**src/assert_macros.svh**
```systemverilog
// assertion macros used by the top-level rtl
`ifndef ASSERT_MACROS_SVH
`define ASSERT_MACROS_SVH
`ifndef SYNTHESIS
`define ASSERT_CHECK(lbl, clk, rst, prop) \
  lbl: assert property (@(posedge clk) disable iff (rst) prop) \
    else $error("assertion failed");
`define ASSERT_NEVER(lbl, clk, rst, cond) \
  lbl: assert property (@(posedge clk) disable iff (rst) !(cond)) \
    else $error("assertion failed");
`else
`define ASSERT_CHECK(lbl, clk, rst, prop)
`define ASSERT_NEVER(lbl, clk, rst, cond)
`endif
`endif

```
**src/tfs_pkg.sv**
```systemverilog
package tfs_pkg;

  localparam int COORD_BITS = 16;
  localparam int DIFF_W = COORD_BITS + 1;
  localparam int PROD_W = 2 * DIFF_W;
  localparam int CROSS_W = PROD_W + 1;
  localparam int POS_W = $clog2(CROSS_W);
  localparam int NORM_MSB = 29;
  localparam int V_W = NORM_MSB + 1;
  localparam int LIGHT_W = 16;
  localparam int DOT_W = V_W + 1 + LIGHT_W;
  localparam int D_W = DOT_W + 2;
  localparam int N_W = D_W - 1;
  localparam int SQ_W = 2 * V_W;
  localparam int SUM_W = SQ_W + 2;
  localparam int ROOT_W = SUM_W / 2;
  localparam int SR_W = ROOT_W + 3;
  localparam int Q_W = N_W - NORM_MSB;
  localparam int DR_W = ROOT_W + 1;
  localparam int SHADE_W = 16;
  localparam int MUL_W = SHADE_W + Q_W;
  localparam int CFG_IDX_W = 3;

  localparam logic [Q_W-1:0] COS_LIMIT = Q_W'(1) << (LIGHT_W + 1);

  localparam logic signed [LIGHT_W-1:0] LIGHT_X_RST = 16'sd11440;
  localparam logic signed [LIGHT_W-1:0] LIGHT_Y_RST = 16'sd27783;
  localparam logic signed [LIGHT_W-1:0] LIGHT_Z_RST = 16'sd13075;
  localparam logic [SHADE_W-1:0] SHADE_BASE_RST = 16'd19661;
  localparam logic [SHADE_W-1:0] SHADE_GAIN_RST = 16'd45875;

  typedef enum logic [CFG_IDX_W-1:0] {
    CFG_LIGHT_X,
    CFG_LIGHT_Y,
    CFG_LIGHT_Z,
    CFG_SHADE_BASE,
    CFG_SHADE_GAIN
  } cfg_reg_t;

  typedef struct packed {
    logic [2:0][V_W-1:0] v;
    logic [2:0]          neg;
    logic                degen;
  } front_t;

  typedef struct packed {
    logic [ROOT_W-1:0] len;
    logic [N_W-1:0]    num;
    logic              degen;
  } norm_t;

endpackage

```
**src/tfs_div.sv**
```systemverilog
module tfs_div (
  input  logic                      clk,
  input  logic                      rst,
  input  logic                      en,
  input  logic                      in_valid,
  input  tfs_pkg::norm_t            n,
  output logic                      valid,
  output logic [tfs_pkg::Q_W-1:0]   cosq,
  output logic                      degen
);

  localparam int QW = tfs_pkg::Q_W;
  localparam int DW = tfs_pkg::DR_W;
  localparam int RW = tfs_pkg::ROOT_W;
  localparam int NW = tfs_pkg::N_W;

  typedef struct packed {
    logic          valid;
    logic [DW-1:0] rem;
    logic [QW-1:0] y;
    logic [QW-1:0] q;
    logic [RW-1:0] len;
    logic          degen;
  } div_stage_t;

  div_stage_t stg [0:QW];

  always_comb begin
    stg[0].valid = in_valid;
    stg[0].rem = DW'(n.num[NW-1:QW]);
    stg[0].y = n.num[QW-1:0];
    stg[0].q = '0;
    stg[0].len = n.len;
    stg[0].degen = n.degen;
  end

  // restoring division, one quotient bit per stage
  for (genvar k = 0; k < QW; k++) begin : g_div
    logic [DW-1:0] t, dv;
    logic ge;

    assign t = {stg[k].rem[DW-2:0], stg[k].y[QW-1]};
    assign dv = DW'(stg[k].len);
    assign ge = (t >= dv);

    always_ff @(posedge clk) begin
      if (rst) begin
        stg[k+1].valid <= 1'b0;
      end else if (en) begin
        stg[k+1].valid <= stg[k].valid;
        stg[k+1].rem <= ge ? t - dv : t;
        stg[k+1].y <= stg[k].y << 1;
        stg[k+1].q <= {stg[k].q[QW-2:0], ge};
        stg[k+1].len <= stg[k].len;
        stg[k+1].degen <= stg[k].degen;
      end
    end
  end

  assign valid = stg[QW].valid;
  assign cosq = stg[QW].q;
  assign degen = stg[QW].degen;

endmodule

```
**config.mk**
```make
export PLATFORM = sky130hd
export DESIGN_NAME = tfs_div
export DESIGN_NICKNAME = d
export VERILOG_FILES = /design/src/assert_macros.svh /design/src/tfs_pkg.sv /design/src/tfs_div.sv
export SDC_FILE = /design/constraint.sdc
export NUM_CORES = 2
export LEC_CHECK = 0
export ABC_AREA = 1
export BUFFER_PORTS_ARGS = -buffer_cell sky130_fd_sc_hd__buf_2
export CAP_MARGIN = 10
export CELL_PAD_IN_SITES_DETAIL_PLACEMENT = 1
export CELL_PAD_IN_SITES_GLOBAL_PLACEMENT = 1
export CORE_MARGIN = 2
export CORE_UTILIZATION = 25
export DETAILED_ROUTE_END_ITERATION = 8
export GPL_TIMING_DRIVEN = 0
export PLACE_DENSITY = 0.48
export REMOVE_ABC_BUFFERS = 1
export SKIP_CTS_REPAIR_TIMING = 1
export SYNTH_ARGS = -nofsm -noshare
export SYNTH_HDL_FRONTEND = slang
export SYNTH_SLANG_ARGS = --single-unit
```
**constraint.sdc**
```tcl
create_clock -name clk -period 78.6 [get_ports clk]
set_clock_uncertainty 0.15 [all_clocks]
set_input_delay 11.79 -clock clk [delete_from_list [all_inputs] [get_ports clk]]
set_output_delay 11.79 -clock clk [all_outputs]
set_load 0.02 [all_outputs]
```
==> run metrics <==
Req. time, crit path=79.02 ns; Synth async-reset ratio=0%; Max Slew Vio Count=0; largest net degree at the start of global routing=36; Tmin final=15.22 ns; clk_lat worst skew=0.92 ns; Crit path max-delay family=buffers and inverters; max cap viols=0; outcome=completed; Yosys cell types=36; Final HPWL DP=286 mm; initial antenna violation count=22; Slew headroom=34.2%; htree depth=4; GRT overflow=0; Post-synth EDFFs=1496; Worst VDD drop=0.0000158 V; leading area contributor after synthesis=edfxtp_1; Area after DPL=106000 µm²; Post-synth top flop=edfxtp_1; Hold Crit Class=flip-flop to flip-flop; crit path kind=input pin to flip-flop; CP most frequent cell=buf_12; area occupied by multi-input gates=41900 µm²; Remaining DRCs=0; CTS tree=done; sequential cell area=45300 µm²; final hold viol count=0; clock root buffer=clkbuf_16; setup TNS=0 ns; cell count after synthesis=13100; antenna viol nets, final=0; final worst slack=63.38 ns; Core ar.=393000 µm²; Final Cell Area=112000 µm²; Peak Freq=65.7 MHz; dpl ws=62.35 ns; FILL cells=47900; critical path arrival=15.64 ns; total wire length=346 mm; CTS Sinks=1515; Crit. End Element=flip-flop; drt first pass iters=5; Leak Pwr=56.5 nW; Cell Chain, Critical Path=buf_2, inv_1, nor2_4, buf_12, buf_12, buf_12, buf_12, buf_16, buf_12, buf_12, buf_12, buf_12, buf_12; vias per std cell=4.20; via count=78300; Clock Pin Slew Worst Setup and Hold Paths=0.06 ns; synthesized area=98800 µm²; Worst setup SP type=input pin; chip height=633 µm; FP Rows=230; Final setup viols=0; WL/cell=18.5 µm; Max FO, Critical Path=33; FF+latch count, synth=1515; Crit-path slowest cell=nor2_4; global-route wire length before repair=516 mm; Worst Path Buf+Inv=12; Slew @ Worst Pin=0.986 ns; io pins=105; max incr delay on CP=0.63 ns; Avg Cell Area, Syn=7.57 µm²; vias in the first global route=80400; Yosys top cell area share=45.5%; GRT Resource Usage Total=17.2%; most common cell after layout, fill and taps aside=nand2_1; Die W=633 µm; IO buf count=104; DIE AREA=400000 µm²; 1st-iter DRT viols=4193; Nets=14000; commonest cells after routing, fill and taps aside=nand2_1 (5289), inv_1 (2785), edfxtp_1 (1496); cts bufs inserted=192; Clock Tree Buf Depth=4; Synth-to-Final Area Change=13.7%; power per cell area=21.6 nW/µm²; Seq/Total Area, Yosys=45.8%; Starting Density=25.1%; RSZ-0062 raised after global routing=no; period utilisation layout=19.4%; Synthesis Warnings=0; proportion of layout cells with a drive suffix above 1=4.74%; Area contributors post-synth=edfxtp_1 (45%), nand2_1 (20%), inv_1 (11%); Final Wtd Congestion=0.814
-- where the power goes --
group,internal [mW],switching [mW]
Clock,0.537,0.378
Combinational,0.159,0.359
Sequential,0.956,0.0396
Total,1.65,0.776
-- state kept, by name, indices dropped and copies added, names as in the netlist --
register  cells
g_div.t     576
g_div.dv    558
stg         360
cosq         19
degen         1
valid         1
-- final cells by class --
type,count,share of cell area [%]
Timing Repair Buffer,155,1.39
Sequential cell,1515,40.3
Clock inverter,130,1.30
Inverter,2829,9.45
Tap cell,5220,5.81
Clock buffer,220,4.41
Multi-Input combinational cell,8581,37.3
Antenna cell,4,0.00891
-- Yosys cell counts, types with 3 or more instances --
cell / n
nand2_1: 5289
inv_1: 2785
edfxtp_1: 1496
nand3_1: 817
nor2_1: 722
ha_1: 588
a21oi_1: 329
xor2_1: 246
nand4_1: 121
buf_2: 71
nor3_1: 69
o21ai_0: 59
o21bai_1: 54
nand3b_1: 45
inv_2: 43
nand2_2: 41
buf_6: 37
or2_2: 35
nor2_4: 34
and2_1: 31
nor2_2: 22
buf_4: 21
and3_1: 20
dfxtp_1: 19
fa_1: 18
or2_0: 11
a21oi_2: 10
xnor2_1: 7
clkbuf_1: 6
or2_1: 6
o21a_1: 3
-- final timing paths --
check,start,to,slack [ns],cells past startpoint
max reg2reg,g_div[16].dv[0]$_DFFE_PP_,g_div[17].t[31]$_DFFE_PP_,74.37,14
max,en,g_div[17].t[30]$_DFFE_PP_,63.38,13
min,stg[927]$_DFFE_PP_,stg[824]$_DFFE_PP_,0.25,0
min reg2reg,stg[927]$_DFFE_PP_,stg[824]$_DFFE_PP_,0.25,0
-- worst register-to-register path, stage by stage, from the launching register on --
cell	delay, ns
edfxtp_1	0.51
ha_1	0.27
fa_1	0.36
inv_1	0.15
nand2_1	0.10
nand2_1	0.09
nand3_1	0.09
nand2_1	0.23
nand2_1	0.11
nand3_1	0.14
nand2_1	0.09
nand2_2	0.65
inv_2	0.57
nand2_1	0.20
nand2_1	0.22
-- stage by stage --
stage	hold WS, ns	std cells	power [mW]	utilization (%)
2_1_floorplan	0.250	12900	1.42	-
3_3_place_gp	0.250	18200	1.66	26.7
3_5_place_dp	0.255	18300	1.55	27.0
4_1_cts	0.257	18700	2.49	28.6
5_1_grt	0.252	18700	2.58	28.6
6_report	0.247	18700	2.43	28.6
-- logic make-up after synthesis --
logic type	share of synthesized area [%]
buf+inv	11.7
xor+xnor	2.24
fa+ha+maj	7.81
flops	45.8
compound gates	2.50
simple gates	29.9
-- per-layer routing --
metal	vias up	GRT usage [%]	wire length, µm	share of wire (%)
met5	-	0	29	0.0084
met2	739	30.5	168000	49
li1	40900	-	-	-
met1	36400	22.2	160000	46
met3	334	1.64	8820	2.5
met4	4	4.41	9020	2.6
(Power assumes the default switching activity.)
